===== src/rtl/assert_macros.svh =====
// Assertion helpers for the RTL.
`ifndef ASSERT_MACROS_SVH
`define ASSERT_MACROS_SVH
`ifndef SYNTHESIS
`define SPE_ASSERT_IMPL(label, clk, rst, ante, cons) \
   label: assert property (@(posedge clk) disable iff (rst) (ante) |-> (cons)) \
      else $error("assertion failed");
`define SPE_ASSERT_NEXT(label, clk, rst, ante, cons) \
   label: assert property (@(posedge clk) disable iff (rst) (ante) |=> (cons)) \
      else $error("assertion failed");
`else
`define SPE_ASSERT_IMPL(label, clk, rst, ante, cons)
`define SPE_ASSERT_NEXT(label, clk, rst, ante, cons)
`endif
`endif


===== src/rtl/spe_pkg.sv =====
package spe_pkg;

   localparam int SPE_MAX_STEPS = 16;

   // operations
   localparam logic [3:0] OP_ACCEPT     = 4'd0;
   localparam logic [3:0] OP_DISP_OK    = 4'd1;
   localparam logic [3:0] OP_DISP_FAIL  = 4'd2;
   localparam logic [3:0] OP_TERMINAL   = 4'd3;
   localparam logic [3:0] OP_TIMEOUT    = 4'd4;
   localparam logic [3:0] OP_SKIP       = 4'd5;
   localparam logic [3:0] OP_CANCEL     = 4'd6;
   localparam logic [3:0] OP_ABORT      = 4'd7;
   localparam logic [3:0] OP_FAULT_ACK  = 4'd8;
   localparam logic [3:0] OP_LOAD_OK    = 4'd9;
   localparam logic [3:0] OP_UNLOAD_OK  = 4'd10;
   localparam logic [3:0] OP_LOAD_STEP  = 4'd11;

   // phases
   localparam logic [2:0] PH_IDLE    = 3'd0;
   localparam logic [2:0] PH_DISP    = 3'd1;
   localparam logic [2:0] PH_ACTIVE  = 3'd2;
   localparam logic [2:0] PH_CANCEL  = 3'd3;
   localparam logic [2:0] PH_RESET   = 3'd4;
   localparam logic [2:0] PH_WLOAD   = 3'd5;
   localparam logic [2:0] PH_WUNLOAD = 3'd6;
   localparam logic [2:0] PH_FAULT   = 3'd7;

   // last-event codes
   localparam logic [3:0] EV_NONE       = 4'd0;
   localparam logic [3:0] EV_DISPATCHED = 4'd1;
   localparam logic [3:0] EV_TERMINAL   = 4'd2;
   localparam logic [3:0] EV_COMPLETE   = 4'd3;
   localparam logic [3:0] EV_SKIPPED    = 4'd4;
   localparam logic [3:0] EV_TIMEOUT    = 4'd5;
   localparam logic [3:0] EV_CANCELLED  = 4'd6;
   localparam logic [3:0] EV_ABORTED    = 4'd7;
   localparam logic [3:0] EV_FAULT      = 4'd8;
   localparam logic [3:0] EV_RESET_DONE = 4'd9;
   localparam logic [3:0] EV_ACCEPTED   = 4'd10;

   // commands
   localparam logic [2:0] CMD_DISPATCH = 3'd0;
   localparam logic [2:0] CMD_TERMINAL = 3'd1;
   localparam logic [2:0] CMD_FAULT    = 3'd2;
   localparam logic [2:0] CMD_CANCEL   = 3'd3;
   localparam logic [2:0] CMD_RESET    = 3'd4;
   localparam logic [2:0] CMD_IDLE     = 3'd5;

   // token kinds and slots
   localparam logic [1:0] TK_NORMAL = 2'd0;
   localparam logic [1:0] TK_CANACK = 2'd1;
   localparam logic [1:0] TK_RSTACK = 2'd2;
   localparam int TS_ACT = 0;
   localparam int TS_CAN = 1;
   localparam int TS_RST = 2;

   // step kinds
   localparam logic [7:0] SK_WLOAD   = 8'd0;
   localparam logic [7:0] SK_WUNLOAD = 8'd1;
   localparam logic [7:0] SK_FINISH  = 8'd2;
   localparam logic [7:0] SK_UV      = 8'd3;

   // outcomes
   localparam logic [1:0] OC_COMPLETE = 2'd0;
   localparam logic [1:0] OC_FAULT    = 2'd1;
   localparam logic [1:0] OC_ABORTED  = 2'd2;
   localparam logic [1:0] OC_CANCELED = 2'd3;

   localparam logic [15:0] ERR_DISPATCH = 16'd100;
   localparam logic [15:0] ERR_SERVICE  = 16'd200;
   localparam logic [15:0] ERR_CANCEL   = 16'd300;
   localparam logic [15:0] ERR_RESET    = 16'd400;
   localparam logic [15:0] ERR_REJECT   = 16'd1;

   localparam logic [3:0] CSR_STEP_COUNT = 4'd0;
   localparam logic [3:0] CSR_QUIESCE    = 4'd1;

   typedef struct packed {
      logic [3:0]  operation;
      logic [15:0] prog_ident;
      logic [15:0] gen_in;
      logic [15:0] step_ident;
      logic [15:0] req_in;
      logic [7:0]  kind_in;
      logic [1:0]  token_kind_in;
      logic        ok_in;
      logic [15:0] err_in;
      logic [3:0]  slot;
   } req_item_type;

   typedef struct packed {
      logic [2:0]  cmd_kind;
      logic [15:0] prog_out;
      logic [15:0] gen_out;
      logic [15:0] step_out;
      logic [15:0] req_out;
      logic [7:0]  kind_out;
      logic [1:0]  token_kind_out;
      logic        ok_out;
      logic [15:0] err_out;
      logic [1:0]  outcome;
      logic        pos_confirmed;
      logic        last;
   } rsp_item_type;

   typedef struct packed {
      logic [3:0]  addr;
      logic [15:0] wdata;
   } csr_item_type;

   typedef struct packed {
      logic [15:0] prog;
      logic [15:0] gen;
      logic [15:0] step;
      logic [15:0] req;
      logic [7:0]  kind;
      logic [1:0]  tkind;
   } tok_type;

   function automatic logic [15:0] inc_nz(input logic [15:0] v);
      logic [15:0] s;
      s = v + 16'd1;
      return (s == 16'd0) ? 16'd1 : s;
   endfunction

   function automatic rsp_item_type make_rsp(input logic [2:0] cmd, input tok_type t,
                                             input logic use_t, input logic [15:0] prog,
                                             input logic ok, input logic [15:0] err,
                                             input logic [1:0] oc, input logic pos);
      rsp_item_type r;
      r.cmd_kind       = cmd;
      r.prog_out       = use_t ? t.prog : prog;
      r.gen_out        = use_t ? t.gen : 16'd0;
      r.step_out       = use_t ? t.step : 16'd0;
      r.req_out        = use_t ? t.req : 16'd0;
      r.kind_out       = use_t ? t.kind : 8'd0;
      r.token_kind_out = use_t ? t.tkind : 2'd0;
      r.ok_out         = ok;
      r.err_out        = err;
      r.outcome        = oc;
      r.pos_confirmed  = pos;
      r.last           = 1'b0;
      return r;
   endfunction

endpackage


===== src/rtl/spe_req_if.sv =====
interface spe_req_if import spe_pkg::*; ();
   logic         valid;
   logic         ready;
   req_item_type data;
   modport source (output valid, output data, input ready);
   modport sink (input valid, input data, output ready);
endinterface


===== src/rtl/spe_rsp_if.sv =====
interface spe_rsp_if import spe_pkg::*; ();
   logic         valid;
   logic         ready;
   rsp_item_type data;
   modport source (output valid, output data, input ready);
   modport sink (input valid, input data, output ready);
endinterface


===== src/rtl/spe_csr_if.sv =====
interface spe_csr_if import spe_pkg::*; ();
   logic         valid;
   logic         ready;
   csr_item_type data;
   modport source (output valid, output data, input ready);
   modport sink (input valid, input data, output ready);
endinterface


===== src/rtl/spe_out_queue.sv =====
module spe_out_queue import spe_pkg::*; (
   input  logic         clock,
   input  logic         reset,
   input  logic         push,
   input  logic [1:0]   push_n,
   input  rsp_item_type push_a,
   input  rsp_item_type push_b,
   output logic         can_push,
   output logic         out_valid,
   output rsp_item_type out_data,
   input  logic         out_ready
);
   rsp_item_type q0_ff, q1_ff;
   logic [1:0]   cnt_ff;
   logic         pop;

   assign out_valid = (cnt_ff != 2'd0);
   assign out_data  = q0_ff;
   assign pop       = out_valid && out_ready;
   // push only when the queue is empty or drains completely this cycle
   assign can_push  = (cnt_ff == 2'd0) || ((cnt_ff == 2'd1) && pop);

   always_ff @(posedge clock) begin
      if (reset) begin
         cnt_ff <= 2'd0;
      end else if (push) begin
         cnt_ff <= push_n;
      end else if (pop) begin
         cnt_ff <= cnt_ff - 2'd1;
      end
   end

   always_ff @(posedge clock) begin
      if (push) begin
         q0_ff <= push_a;
         q1_ff <= push_b;
      end else if (pop) begin
         q0_ff <= q1_ff;
      end
   end
endmodule


===== src/rtl/step_program_executor_core.sv =====
// Path: a word is held in the input register, and its first command is registered
// in the output queue before it appears on rsp; a fault's second command follows it.
// Rate: one word per cycle while each yields at most one command and rsp is ready;
// a two-command word holds the next word in the input register as the output queue drains.
// Reset: synchronous, clears phase, tokens and queue, sets counters to start values; step table is not cleared.
`include "assert_macros.svh"
module step_program_executor_core import spe_pkg::*; #(
   parameter int MAX_STEPS = SPE_MAX_STEPS
) (
   input logic      clock,
   input logic      reset,
   spe_req_if.sink  req_chan,
   spe_rsp_if.source rsp_chan,
   spe_csr_if.sink  csr_chan
);
   localparam int IW = (MAX_STEPS > 1) ? $clog2(MAX_STEPS) : 1;
   localparam logic [8:0] MAX9 = MAX_STEPS[8:0];

   req_item_type in_ff;
   logic         in_vld_ff;
   logic         fire, can_push;

   logic [4:0]  step_count_ff;
   logic        quiesce_ff;
   logic [2:0]  ph_ff;
   logic        run_ff, flt_ff, skip_ff;
   logic [4:0]  pos_ff;
   logic [15:0] gen_ff, reqc_ff, cur_ff;
   logic [3:0]  prior_ff;
   tok_type     tok_ff [3];
   logic [2:0]  vld_ff;

   logic [15:0] tbl_id_ff [MAX_STEPS];
   logic [7:0]  tbl_kind_ff [MAX_STEPS];

   logic [2:0]  ph_in;
   logic        run_in, flt_in, skip_in;
   logic [4:0]  pos_in;
   logic [15:0] gen_in, reqc_in, cur_in;
   logic [3:0]  prior_in;
   tok_type     tok_in [3];
   logic [2:0]  vld_in;
   rsp_item_type r0, r1;
   logic [1:0]  nres;

   logic [4:0]  effc, rd_addr;
   logic [8:0]  rd9, slot9;
   logic [15:0] tid;
   logic [7:0]  tk;
   logic        adv_pred, hs_cur;
   tok_type     tin, tzero;

   assign req_chan.ready = !in_vld_ff || fire;
   assign fire = in_vld_ff && can_push;
   assign csr_chan.ready = 1'b1;

   always_ff @(posedge clock) begin
      if (reset) begin
         in_vld_ff <= 1'b0;
      end else if (req_chan.ready) begin
         in_vld_ff <= req_chan.valid;
      end
   end

   always_ff @(posedge clock) begin
      if (req_chan.ready && req_chan.valid) begin
         in_ff <= req_chan.data;
      end
   end

   always_ff @(posedge clock) begin
      if (reset) begin
         step_count_ff <= 5'd0;
         quiesce_ff    <= 1'b0;
      end else if (csr_chan.valid) begin
         if (csr_chan.data.addr == CSR_STEP_COUNT) begin
            step_count_ff <= csr_chan.data.wdata[4:0];
         end else if (csr_chan.data.addr == CSR_QUIESCE) begin
            quiesce_ff <= csr_chan.data.wdata[0];
         end
      end
   end

   assign effc = ({4'd0, step_count_ff} > MAX9) ? MAX9[4:0] : step_count_ff;
   assign hs_cur = pos_ff < effc;

   // one table read: the step the event will look at
   always_comb begin
      adv_pred = ((in_ff.operation == OP_LOAD_OK) && (ph_ff == PH_WLOAD)) ||
                 ((in_ff.operation == OP_UNLOAD_OK) && (ph_ff == PH_WUNLOAD)) ||
                 ((in_ff.operation == OP_TERMINAL) && in_ff.ok_in &&
                  (((ph_ff == PH_CANCEL) && skip_ff) || (ph_ff == PH_ACTIVE)));
      if (in_ff.operation == OP_ACCEPT) begin
         rd_addr = 5'd0;
      end else if (adv_pred) begin
         rd_addr = pos_ff + 5'd1;
      end else begin
         rd_addr = pos_ff;
      end
   end
   assign rd9 = {4'd0, rd_addr};
   assign tid = tbl_id_ff[rd9[IW-1:0]];
   assign tk  = tbl_kind_ff[rd9[IW-1:0]];
   assign slot9 = {5'd0, in_ff.slot};

   always_ff @(posedge clock) begin
      if (fire && (in_ff.operation == OP_LOAD_STEP) && (slot9 < MAX9)) begin
         tbl_id_ff[slot9[IW-1:0]]   <= in_ff.step_ident;
         tbl_kind_ff[slot9[IW-1:0]] <= in_ff.kind_in;
      end
   end

   assign tin = '{prog: in_ff.prog_ident, gen: in_ff.gen_in, step: in_ff.step_ident,
                  req: in_ff.req_in, kind: in_ff.kind_in, tkind: in_ff.token_kind_in};
   assign tzero = '0;

   always_comb begin
      logic        do_nof, nof_cmpl, do_fault;
      logic [15:0] fcode;
      tok_type     tc;
      ph_in = ph_ff; run_in = run_ff; flt_in = flt_ff; skip_in = skip_ff;
      pos_in = pos_ff; gen_in = gen_ff; reqc_in = reqc_ff; cur_in = cur_ff;
      prior_in = prior_ff; tok_in = tok_ff; vld_in = vld_ff;
      r0 = '0; r1 = '0; nres = 2'd0;
      do_nof = 1'b0; nof_cmpl = 1'b0; do_fault = 1'b0; fcode = 16'd0;
      tc = tok_ff[TS_ACT];
      tc.tkind = TK_CANACK;

      unique case (in_ff.operation)
         OP_ACCEPT: begin
            if (ph_ff != PH_IDLE || run_ff || flt_ff || quiesce_ff) begin
               r0 = make_rsp(CMD_TERMINAL, tzero, 1'b0, 16'd0, 1'b0, ERR_REJECT,
                             OC_FAULT, 1'b0);
               nres = 2'd1;
            end else begin
               cur_in = in_ff.prog_ident; skip_in = 1'b0; run_in = 1'b1;
               pos_in = 5'd0; gen_in = inc_nz(gen_ff); prior_in = EV_ACCEPTED;
               do_nof = 1'b1; nof_cmpl = 1'b1;
            end
         end
         OP_DISP_OK: begin
            if (ph_ff == PH_DISP) begin
               ph_in = PH_ACTIVE;
               if (run_ff && hs_cur && tk == SK_UV) prior_in = EV_DISPATCHED;
            end
         end
         OP_DISP_FAIL: begin
            if (ph_ff == PH_DISP) begin
               do_fault = 1'b1; fcode = ERR_DISPATCH;
            end
         end
         OP_TERMINAL: begin
            if (ph_ff == PH_CANCEL) begin
               if (vld_ff[TS_CAN] && in_ff.token_kind_in == TK_CANACK &&
                   tin == tok_ff[TS_CAN]) begin
                  vld_in[TS_CAN] = 1'b0;
                  if (in_ff.ok_in && skip_ff) begin
                     skip_in = 1'b0; prior_in = EV_SKIPPED;
                     pos_in = pos_ff + 5'd1; vld_in[TS_ACT] = 1'b0;
                     tok_in[TS_ACT] = '0;
                     do_nof = 1'b1;
                  end else if (in_ff.ok_in) begin
                     ph_in = PH_RESET;
                     tok_in[TS_RST] = '{prog: cur_ff, gen: gen_ff,
                                        step: hs_cur ? tid : 16'd0, req: reqc_ff,
                                        kind: hs_cur ? tk : 8'd0, tkind: TK_RSTACK};
                     reqc_in = inc_nz(reqc_ff);
                     vld_in[TS_RST] = 1'b1;
                     r0 = make_rsp(CMD_RESET, tok_in[TS_RST], 1'b1, 16'd0, 1'b0, 16'd0,
                                   OC_COMPLETE, 1'b0);
                     nres = 2'd1;
                     prior_in = EV_TERMINAL;
                  end else begin
                     skip_in = 1'b0; do_fault = 1'b1;
                     fcode = (in_ff.err_in != 16'd0) ? in_ff.err_in : ERR_CANCEL;
                  end
               end
            end else if (ph_ff == PH_ACTIVE) begin
               if (vld_ff[TS_ACT] && in_ff.token_kind_in == TK_NORMAL &&
                   tin == tok_ff[TS_ACT]) begin
                  vld_in[TS_ACT] = 1'b0;
                  if (in_ff.ok_in) begin
                     prior_in = EV_TERMINAL;
                     pos_in = pos_ff + 5'd1; tok_in[TS_ACT] = '0;
                     do_nof = 1'b1; nof_cmpl = 1'b1;
                  end else begin
                     do_fault = 1'b1;
                     fcode = (in_ff.err_in != 16'd0) ? in_ff.err_in : ERR_SERVICE;
                  end
               end
            end else if (ph_ff == PH_RESET) begin
               if (vld_ff[TS_RST] && in_ff.token_kind_in == TK_RSTACK &&
                   tin == tok_ff[TS_RST]) begin
                  vld_in[TS_RST] = 1'b0;
                  if (in_ff.ok_in) begin
                     run_in = 1'b0;
                     r0 = make_rsp(CMD_TERMINAL, tzero, 1'b0, cur_ff, 1'b0, 16'd0,
                                   (prior_ff == EV_ABORTED) ? OC_ABORTED : OC_CANCELED,
                                   1'b1);
                     nres = 2'd1;
                     prior_in = EV_RESET_DONE; ph_in = PH_IDLE;
                  end else begin
                     do_fault = 1'b1; fcode = ERR_RESET;
                  end
               end
            end
         end
         OP_TIMEOUT, OP_SKIP, OP_CANCEL, OP_ABORT: begin
            if ((in_ff.operation == OP_TIMEOUT && ph_ff == PH_ACTIVE) ||
                (in_ff.operation == OP_SKIP && run_ff && ph_ff == PH_ACTIVE &&
                 vld_ff[TS_ACT] && hs_cur && tk == SK_UV) ||
                (in_ff.operation == OP_CANCEL &&
                 (ph_ff == PH_ACTIVE || ph_ff == PH_DISP)) ||
                (in_ff.operation == OP_ABORT && run_ff && ph_ff != PH_CANCEL &&
                 ph_ff != PH_RESET)) begin
               // timeout always cancels; others only with a live service token
               if ((ph_ff == PH_ACTIVE || ph_ff == PH_DISP) &&
                   (vld_ff[TS_ACT] || in_ff.operation == OP_TIMEOUT)) begin
                  tok_in[TS_CAN] = tc;
                  vld_in[TS_CAN] = 1'b1;
                  r0 = make_rsp(CMD_CANCEL, tc, 1'b1, 16'd0, 1'b0, 16'd0,
                                OC_COMPLETE, 1'b0);
                  nres = 2'd1;
               end
               if (ph_ff == PH_ACTIVE || ph_ff == PH_DISP) vld_in[TS_ACT] = 1'b0;
               skip_in = (in_ff.operation == OP_SKIP);
               ph_in = PH_CANCEL;
               unique case (in_ff.operation)
                  OP_TIMEOUT: prior_in = EV_TIMEOUT;
                  OP_SKIP:    prior_in = EV_SKIPPED;
                  OP_CANCEL:  prior_in = EV_CANCELLED;
                  default:    prior_in = EV_ABORTED;
               endcase
            end
         end
         OP_FAULT_ACK: begin
            if (ph_ff == PH_FAULT) begin
               flt_in = 1'b0; run_in = 1'b0; vld_in = 3'b000;
               r0 = make_rsp(CMD_IDLE, tzero, 1'b0, 16'd0, 1'b0, 16'd0,
                             OC_COMPLETE, 1'b0);
               nres = 2'd1;
               ph_in = PH_IDLE;
            end
         end
         OP_LOAD_OK, OP_UNLOAD_OK: begin
            if ((in_ff.operation == OP_LOAD_OK && ph_ff == PH_WLOAD) ||
                (in_ff.operation == OP_UNLOAD_OK && ph_ff == PH_WUNLOAD)) begin
               pos_in = pos_ff + 5'd1; vld_in[TS_ACT] = 1'b0; tok_in[TS_ACT] = '0;
               do_nof = 1'b1;
            end
         end
         default: begin
         end
      endcase

      if (do_fault) begin
         flt_in = 1'b1; run_in = 1'b0;
         r0 = make_rsp(CMD_FAULT, tzero, 1'b0, 16'd0, 1'b0, fcode, OC_FAULT, 1'b0);
         r1 = make_rsp(CMD_TERMINAL, tzero, 1'b0, cur_ff, 1'b0, fcode, OC_FAULT, 1'b0);
         nres = 2'd2;
         prior_in = EV_FAULT; ph_in = PH_FAULT;
      end

      // next step or finish; table data here is for pos_in
      if (do_nof) begin
         if (!(pos_in < effc)) begin
            run_in = 1'b0;
            r0 = make_rsp(CMD_TERMINAL, tzero, 1'b0, cur_in, 1'b1, 16'd0,
                          OC_COMPLETE, 1'b1);
            nres = 2'd1;
            ph_in = PH_IDLE;
            if (nof_cmpl) prior_in = EV_COMPLETE;
         end else if (run_in) begin
            if (tk == SK_WLOAD) begin
               ph_in = PH_WLOAD; prior_in = EV_DISPATCHED;
            end else if (tk == SK_WUNLOAD) begin
               ph_in = PH_WUNLOAD; prior_in = EV_DISPATCHED;
            end else if (tk == SK_FINISH) begin
               pos_in = pos_in + 5'd1; vld_in[TS_ACT] = 1'b0; tok_in[TS_ACT] = '0;
               run_in = 1'b0;
               r0 = make_rsp(CMD_TERMINAL, tzero, 1'b0, cur_in, 1'b1, 16'd0,
                             OC_COMPLETE, 1'b1);
               nres = 2'd1;
               ph_in = PH_IDLE; prior_in = EV_COMPLETE;
            end else begin
               tok_in[TS_ACT] = '{prog: cur_in, gen: gen_in, step: tid, req: reqc_in,
                                  kind: tk, tkind: TK_NORMAL};
               reqc_in = inc_nz(reqc_in);
               vld_in[TS_ACT] = 1'b1;
               ph_in = PH_DISP;
               r0 = make_rsp(CMD_DISPATCH, tok_in[TS_ACT], 1'b1, cur_in, 1'b0, 16'd0,
                             OC_COMPLETE, 1'b0);
               nres = 2'd1;
               prior_in = EV_DISPATCHED;
            end
         end
      end

      if (nres == 2'd1) r0.last = 1'b1;
      if (nres == 2'd2) r1.last = 1'b1;
   end

   always_ff @(posedge clock) begin
      if (reset) begin
         ph_ff <= PH_IDLE; run_ff <= 1'b0; flt_ff <= 1'b0; skip_ff <= 1'b0;
         pos_ff <= 5'd0; gen_ff <= 16'd0; reqc_ff <= 16'd1; cur_ff <= 16'd0;
         prior_ff <= EV_NONE; vld_ff <= 3'b000;
         tok_ff[0] <= '0; tok_ff[1] <= '0; tok_ff[2] <= '0;
      end else if (fire) begin
         ph_ff <= ph_in; run_ff <= run_in; flt_ff <= flt_in; skip_ff <= skip_in;
         pos_ff <= pos_in; gen_ff <= gen_in; reqc_ff <= reqc_in; cur_ff <= cur_in;
         prior_ff <= prior_in; vld_ff <= vld_in;
         tok_ff[0] <= tok_in[0]; tok_ff[1] <= tok_in[1]; tok_ff[2] <= tok_in[2];
      end
   end

   spe_out_queue u_queue (
      .clock     (clock),
      .reset     (reset),
      .push      (fire),
      .push_n    (nres),
      .push_a    (r0),
      .push_b    (r1),
      .can_push  (can_push),
      .out_valid (rsp_chan.valid),
      .out_data  (rsp_chan.data),
      .out_ready (rsp_chan.ready)
   );

   `SPE_ASSERT_IMPL(a_fault_flag, clock, reset, ph_ff == PH_FAULT, flt_ff)
   `SPE_ASSERT_IMPL(a_idle_stopped, clock, reset, ph_ff == PH_IDLE, !run_ff)
   `SPE_ASSERT_IMPL(a_rst_tok_phase, clock, reset, vld_ff[TS_RST], ph_ff == PH_RESET)
   `SPE_ASSERT_NEXT(a_pair_out, clock, reset, fire && nres == 2'd2, rsp_chan.valid)
endmodule


===== src/flat_wrapper.sv =====
// flat-port wrapper written by rule: the top's interface ports become plain ports
module step_program_executor_core_flat import spe_pkg::*;
#(
   parameter int MAX_STEPS = SPE_MAX_STEPS
)
  (clock, reset, req_chan_valid, req_chan_data, req_chan_ready, rsp_chan_valid, rsp_chan_data, rsp_chan_ready, csr_chan_valid, csr_chan_data, csr_chan_ready);
  spe_req_if req_chan_i ();
  spe_rsp_if rsp_chan_i ();
  spe_csr_if csr_chan_i ();
  input logic clock;
  input logic reset;
  input wire logic [$bits(req_chan_i.valid)-1:0] req_chan_valid;
  input wire logic [$bits(req_chan_i.data)-1:0] req_chan_data;
  output wire logic [$bits(req_chan_i.ready)-1:0] req_chan_ready;
  output wire logic [$bits(rsp_chan_i.valid)-1:0] rsp_chan_valid;
  output wire logic [$bits(rsp_chan_i.data)-1:0] rsp_chan_data;
  input wire logic [$bits(rsp_chan_i.ready)-1:0] rsp_chan_ready;
  input wire logic [$bits(csr_chan_i.valid)-1:0] csr_chan_valid;
  input wire logic [$bits(csr_chan_i.data)-1:0] csr_chan_data;
  output wire logic [$bits(csr_chan_i.ready)-1:0] csr_chan_ready;
  assign req_chan_i.valid = req_chan_valid;
  assign req_chan_i.data = req_chan_data;
  assign req_chan_ready = req_chan_i.ready;
  assign rsp_chan_valid = rsp_chan_i.valid;
  assign rsp_chan_data = rsp_chan_i.data;
  assign rsp_chan_i.ready = rsp_chan_ready;
  assign csr_chan_i.valid = csr_chan_valid;
  assign csr_chan_i.data = csr_chan_data;
  assign csr_chan_ready = csr_chan_i.ready;
  step_program_executor_core #(.MAX_STEPS(MAX_STEPS)) u_core (.clock(clock), .reset(reset), .req_chan(req_chan_i), .rsp_chan(rsp_chan_i), .csr_chan(csr_chan_i));
endmodule

===== config.mk =====
export PLATFORM = sky130hd
export DESIGN_NAME = step_program_executor_core_flat
export DESIGN_NICKNAME = d
export VERILOG_FILES = /design/src/rtl/spe_pkg.sv /design/src/rtl/spe_req_if.sv /design/src/rtl/spe_rsp_if.sv /design/src/rtl/spe_csr_if.sv /design/src/rtl/spe_out_queue.sv /design/src/rtl/step_program_executor_core.sv /design/src/flat_wrapper.sv
export VERILOG_INCLUDE_DIRS = /design/src /design/src/rtl
export SDC_FILE = /design/constraint.sdc
export NUM_CORES = 2
export LEC_CHECK = 0
export BUFFER_PORTS_ARGS = -buffer_cell sky130_fd_sc_hd__buf_4
export CAP_MARGIN = 20
export CORE_MARGIN = 2
export CORE_UTILIZATION = 60
export CTS_BUF_LIST = sky130_fd_sc_hd__clkbuf_8
export DETAILED_ROUTE_END_ITERATION = 16
export PLACE_DENSITY = 0.8
export SYNTH_ARGS = -nofsm -noshare
export SYNTH_HDL_FRONTEND = slang
export SYNTH_HIERARCHICAL = 1
export SYNTH_SLANG_ARGS = --single-unit

===== constraint.sdc =====
create_clock -name clock -period 10.25 [get_ports clock]
set_input_delay 2.05 -clock clock [delete_from_list [all_inputs] [get_ports clock]]
set_output_delay 2.05 -clock clock [all_outputs]
set_load 0.03 [all_outputs]

* Word-level counts from Yosys, hierarchy flattened
Memory sizes are Yosys's and may differ from the RTL's.
Index checks and enable logic that the tools add are counted.
** Cells by class
- Multipliers :: 0
- Muxes and demuxes :: 226
- Equal/unequal tests :: 46
- Divide/modulo/power cells :: 0
- $lt $le $gt $ge :: 4
- Shift operators :: 0
- Add/sub/neg operators :: 6
- Bitwise operators :: 2
- Reductions and logical operators :: 72
** Operator list (number)
- $mux W98 :: 17
- $mux W74 :: 13
- $mux W16 :: 29
- $pmux W98 S4 :: 1
- $mux W96 :: 4
- $eq A74 B74 Y1 :: 3
- $pmux W74 S2 :: 1
- $mux W97 :: 1
- $mux W4 :: 22
- $mux W5 :: 15
- $mux W1 :: 69
- $mux W3 :: 19
- $add A16 B1 Y16 const B :: 3
- $logic_not A16 Y1 :: 3
- $mux W2 :: 17
- $pmux W16 S2 :: 1
- $logic_and A1 B1 Y1 :: 31
- $ne A3 B3 Y1 const B :: 7
- $eq A4 B3 Y1 const B :: 5
- $mux W9 :: 2
- $eq A4 B4 Y1 const B :: 4
- $eq A8 B2 Y1 const B :: 2
- $pmux W4 S4 :: 1
- $reduce_bool A16 Y1 :: 1
- other kinds (41) :: 85
** Word-level totals
- Bits in writable memories :: 384
- Bits of input ports :: 124
- Latch bits :: 0
- Output and inout port bits :: 101
- Memories kept :: 2
- Logic and storage cells :: 426
- Bits in read-only memories :: 0
- Register bits after elaboration :: 590
** Memory list
- u_core.tbl_id_ff :: words 16, width 16, rd ports 1, clocked after memory_dff 0, wr ports 1, RTL line step_program_executor_core.sv:33 : logic [15:0] tbl_id_ff [MAX_STEPS];
- u_core.tbl_kind_ff :: words 16, width 8, rd ports 1, clocked after memory_dff 0, wr ports 1, RTL line step_program_executor_core.sv:34 : logic [7:0] tbl_kind_ff [MAX_STEPS];

* Depth between registers and ports, before layout
An unclocked memory read counts as a cell.
- Word-level depth :: 24
- Mapped depth :: 26
- Gate-level depth less buffers :: 20

* Cells and area by module
Netlist, hierarchy kept.
** Modules (own cells, without submodules)
- step_program_executor_core :: times used 1, seq. area each 20369.5 µm², cells an instance 3736, area each 37044.3 µm²
- spe_out_queue :: times used 1, seq. area each 5925.7 µm², cells an instance 324, area each 7657.3 µm²

* Worst setup path before layout
OpenSTA, ideal clock, no wires.
- Kind :: input to register
- Start :: input rsp_chan_ready
- End :: register u_core.u_queue.q0_ff (netlist bit u_core/u_queue/out_data[0]), enable pin
- Required time :: 9.787 ns
- Buffers on the path :: 4
- Data arrival time :: 8.300 ns
- Cell stages on the path :: 9
- Setup time :: 0.463 ns
- Slack :: 1.487 ns
- Path through :: nand2_1 > nand2_1 > nand2_1 > clkinv_1 > clkbuf_1 > clkbuf_1 > buf_6 > buf_8 > or2_1
** On the way
- Cells in the longest elaborated chain, start to end :: 5
** Ends and longest elaborated chain
- start, declared :: RTL line flat_wrapper.sv:17 : input wire logic [$bits(rsp_chan_i.ready)-1:0] rsp_chan_ready;
- $logic_and A1 B1 Y1 :: RTL line spe_out_queue.sv:19 : assign pop = out_valid && out_ready;
- $logic_and A1 B1 Y1 :: RTL line spe_out_queue.sv:21 : assign can_push = (cnt_ff == 2'd0) || ((cnt_ff == 2'd1) && pop);
- $logic_or A1 B1 Y1 :: RTL line spe_out_queue.sv:21
- net u_core.can_push :: RTL line step_program_executor_core.sv:21 : logic fire, can_push;
- $logic_and A1 B1 Y1 :: RTL line step_program_executor_core.sv:54 : assign fire = in_vld_ff && can_push;
- net u_core.fire :: RTL line step_program_executor_core.sv:21
- $reduce_bool A2 Y1 (no line)
- end signal, assigned :: RTL line spe_out_queue.sv:35 : q0_ff <= push_a;
- end signal, assigned :: RTL line spe_out_queue.sv:38 : q0_ff <= q1_ff;
- end, declared :: RTL line spe_out_queue.sv:13 : rsp_item_type q0_ff, q1_ff;
The timed path passes the listed nets, and every way through them passes these cells.
A chain may end at the register's enable or synchronous reset.

* Final worst setup path
- Start :: register u_core/in_ff[54] (netlist name)
- End :: register u_core/tok_ff[197] (netlist name)
** On the way
- Cells in the longest elaborated chain, start to end :: 11
- Elaborated cells between the ends (all ways) :: 40
- Those cells by class :: order compare (1); eq/ne (3); mux (33); reduce/logical (3)
** Ends and longest elaborated chain
- start, declared :: RTL line step_program_executor_core.sv:19 : req_item_type in_ff;
- start signal, assigned :: RTL line step_program_executor_core.sv:67 : in_ff <= req_chan.data;
- branches (longest 10 deep; another with $lt A5 B5 Y1)
- $mux W74 (*) :: RTL line step_program_executor_core.sv:265 : if (do_nof) begin
- end, declared :: RTL line step_program_executor_core.sv:30 : tok_type tok_ff [3];
Mark *: on every way between the ends.

==> metrics.md <==
| Metric | Value |
|---|---|
| Status | finished clean |
| First-pass DRT Iterations | 8 |
| Synth unique cells | 100 |
| Sequential area share after synthesis | between 50% and 60% |
| Power Total | 8942 uW |
| Setup CP Type | reg2reg |
| Max Fclk | roughly 0.12 GHz |
| Largest cells by area after synthesis | edfxtp_1 46%, dfxtp_1 13%, nand2_1 6.1% |
| CTS Root Cell | clkbuf_8 |
| Cts hold-fix bufs | 0 |
| Most frequent cells in the layout | 725 x nand2_1, 679 x edfxtp_1, 295 x dfxtp_1 |
| R2R depth | 19 |
| WHS Path Cells | 2 |
| Worst Clk Skew | between 0.06 and 0.07 ns |
| Family with the most delay on the worst path | simple AND/OR/NAND/NOR gates |
| Cell Area, Synth | about 45000 um^2 |
| Antenna-violating nets left | 0 |
| Startpoint types | flip-flop |
| Die Height | 277.0 um |
| DIE WIDTH | roughly 280 um |
| Syn_area_per_cell | about 11 um^2 |
| Worst hold start | u_core/tok_ff[57]$_SDFFE_PP0P_ |
| Routed WL | 135.3 mm |
| FF/Latch Area | between 20000 and 30000 um^2 |
| Worst EP arrival | a little under 9 ns |
| Post-synth EDFFs | around 680 |
| CTS tree | done |
| Area occupied by multi-input gates | around 17000 um^2 |
| RR Startpoint | u_core/in_ff[54]$_DFFE_PP_ |
| Wire per inst | between 20 and 30 um |
| Peak fanout along the critical path | 37 |
| Core Rows | 100 |
| Core area | 74070 um^2 |
| Initial antenna violation count | 5 |
| Final setup vio count | 0 |
| Final Hold Viols | 0 |
| Yosys top cell area share | a little under half |
| WP buf/inv | 1 |
| Synthesis Warnings | 6 |
| RePlAce Congestion | between 1 and 1.5 |
| Initial DRC Count | 4914 |
| Cell taking the most area after synthesis | edfxtp_1 |
| RSZ-0062 raised after global routing | false |
| Drt drc | 0 |
| Syn Inst Count | 4060 |
| Cts bufs inserted | 157 |
| Clk buf depth | 3 |
| Worst reg-to-reg setup slack | approximately 2.1 ns |
| PD cells | 177.3 nW/um^2 |
| Final Max Tran Viols | 0 |
| Vias in the first global route | approximately 32000 |
| Detailed placer's ending HPWL | slightly below 90 mm |
| Starting Density | around 60% |
| Htree depth | 4 |
| IO Port Bufs | ~210 |
| DR vias | ~35000 |
| Largest net degree at the start of global routing | ~110 |
| CP max-delay cell | o21ai_2 |
| Post-synthesis sequential element count | 974 |
| Leak | between 0.015 and 0.02 uW |
| Worst Tran Pin Value | between 1 and 1.5 ns |
| Crit path cell chain | nor2b_1 > a2111oi_0 > nand3_1 > or3_1 > or4_1 > a31o_2 > nor2_1 > a22o_1 > ha_1 > nand4_1 > nor3_1 > mux2i_1 > o211ai_2 > or4b_1 > a31oi_4 > o21ai_2 > and2_2 > buf_4 > a22o_1 |
| Boundary Pins | 225 |
| Fin crit period | approximately 8.1 ns |
| Max-slew headroom | around 16% |
| Commonest non-fill, non-tap cell in the layout | nand2_1 |
| Layout cells sized above 1 | 15.83% |
| Cts repair resizes | 0 |
| Worst-path clk slew | about 0.070 ns |
| Fillers | roughly 5400 |
| Post-layout nets | 4424 |
| Synth async-reset ratio | 0% |
| Via density | around 6.4 |
| Overflow after GRT | 0 |
| Req. time, crit path | 11.02 ns |
| Worst hold path type | reg2reg |
| CP max stage delay | 0.85 ns |
| Die area | 76700 um^2 |
| Total negative slack | 0 ns |
| Maximum vdd drop | 0.1532 mV |
| Post-CTS setup buffer count | 0 |
| Final cycle utilization of the critical path | 79.21% |
| GRT Overall Usage | roughly a third |
| Area Overhead vs Synth | 12.83% |
| R2r endpoint | u_core/tok_ff[197]$_SDFFE_PP0P_ |
| Top cell by count, worst path | a22o_1 |
| Worst-skew pair later-pin latency | 0.84 ns |
| Crit. End Element | flip-flop |
| Main synth FF type | edfxtp_1 |
| Clock tree sinks | a little under 1000 |
| First-pass GRT wire length | 200.9 mm |
| Hold EP | u_core/tok_ff[57]$_SDFFE_PP0P_ |
| Max Cap Viol | 0 |
-- synthesized netlist by cell type, drive strengths merged (7+ instances only) --
cell type	number
nand2b	24
xor2	101
nand4	50
a31oi	27
and2	59
buf	69
nor3b	9
mux2	109
o2bb2ai	32
and3	63
ha	15
a21o	17
edfxtp	679
mux2i	33
dfxtp	295
xnor2	150
a221o	27
nor4	74
clkbuf	221
o31ai	20
o21a	7
a21oi	250
or2	7
inv	55
nand3	233
o2111ai	13
o211ai	26
nor2	142
nand2	728
a2111oi	13
or3	27
a311oi	35
o21ai	121
nor2b	33
nor3	74
o22ai	11
a22o	50
a211oi	25
or4	7
o221a	14
o211a	12
a22oi	15
-- stage by stage --
step                      cell area (um^2)  instances  hold WS [ns]  util (%)  worst slack, ns
after floorplan                      44930       4122        0.4319         -            1.487
after global placement               47180       5090        0.4429     63.70            2.610
after detailed placement             47190       5091        0.4458     63.71            2.561
after CTS                            50390       5381        0.4535     68.03            2.529
after global routing                 50430       5387        0.4751     68.08            2.003
final                                50440       5389        0.4560     68.09            2.131
-- registers in the layout, indices dropped and copies added (netlist names), 2 cells and up --
name	cells
u_core/tok_ff	220
u_core/pos_ff	5
u_core/u_queue/cnt_ff	2
u_core/gen_ff	16
u_core/tbl_kind_ff	128
u_core/tbl_id_ff	256
u_core/step_count_ff	5
u_core/cur_ff	16
u_core/prior_ff	4
u_core/in_ff	99
u_core/reqc_ff	16
u_core/u_queue/q1_ff	98
u_core/vld_ff	3
u_core/ph_ff	3
u_core/u_queue/out_data	98
-- metal layers --
metal	share of wire [%]	wire length [um]	up-vias	global-route usage (%)
li1	-	-	15270	-
met1	40	53530	16860	48.77
met2	45	60900	2232	52.23
met3	12	15740	315	7.323
met4	3.8	5086	2	14.63
met5	0.0096	13	-	0
-- where the power goes --
group | switching, uW | internal (uW)
combinational | 652 | 341
sequential | 134 | 4410
clock | 1610 | 1790
total | 2390 | 6550
-- area by class of cell --
class,count,area share [%]
diodes,4,0.01985
flip-flops and latches,974,52.14
well taps,969,2.404
clock buffers,174,4.748
clock inverters,116,1.605
repair buffers,294,4.411
multi-input cells,2799,34.22
inverters,59,0.4540
-- worst max-delay path by stage --
stage,from,to,depth (start not counted)
3_3_place_gp,u_core/in_ff[54]$_DFFE_PP_,u_core/tok_ff[201]$_SDFFE_PP0P_,19
5_1_grt,u_core/in_ff[57]$_DFFE_PP_,u_core/tok_ff[196]$_SDFFE_PP0P_,19
6_report,u_core/in_ff[54]$_DFFE_PP_,u_core/tok_ff[197]$_SDFFE_PP0P_,19
3_5_place_dp,u_core/in_ff[54]$_DFFE_PP_,u_core/tok_ff[202]$_SDFFE_PP0P_,19
2_1_floorplan,rsp_chan_ready,u_core/u_queue/out_data[0]$_DFFE_PP_,9
4_1_cts,u_core/in_ff[54]$_DFFE_PP_,u_core/tok_ff[197]$_SDFFE_PP0P_,19
-- worst reg2reg max path: cells and delay by family, from the launching register on --
| kind | cells | cell delay, ns |
|---|---|---|
| simple gates | 9 | 3.83 |
| compound gates | 7 | 2.67 |
| flops | 1 | 0.69 |
| buf+inv | 1 | 0.58 |
| fa+ha+maj | 1 | 0.16 |
| mux | 1 | 0.11 |
-- cell families after synthesis --
| group | Yosys count | share of synthesized area (%) |
|---|---|---|
| compound gates | 766 | 11.72 |
| flops | 974 | 58.82 |
| simple gates | 1560 | 16.43 |
| buf+inv | 349 | 3.432 |
| fa+ha+maj | 16 | 0.4422 |
| other cells | 2 | 0.01680 |
| xor+xnor | 251 | 4.918 |
| mux | 142 | 4.224 |
Note: power is estimated with default switching activity, not from simulation.
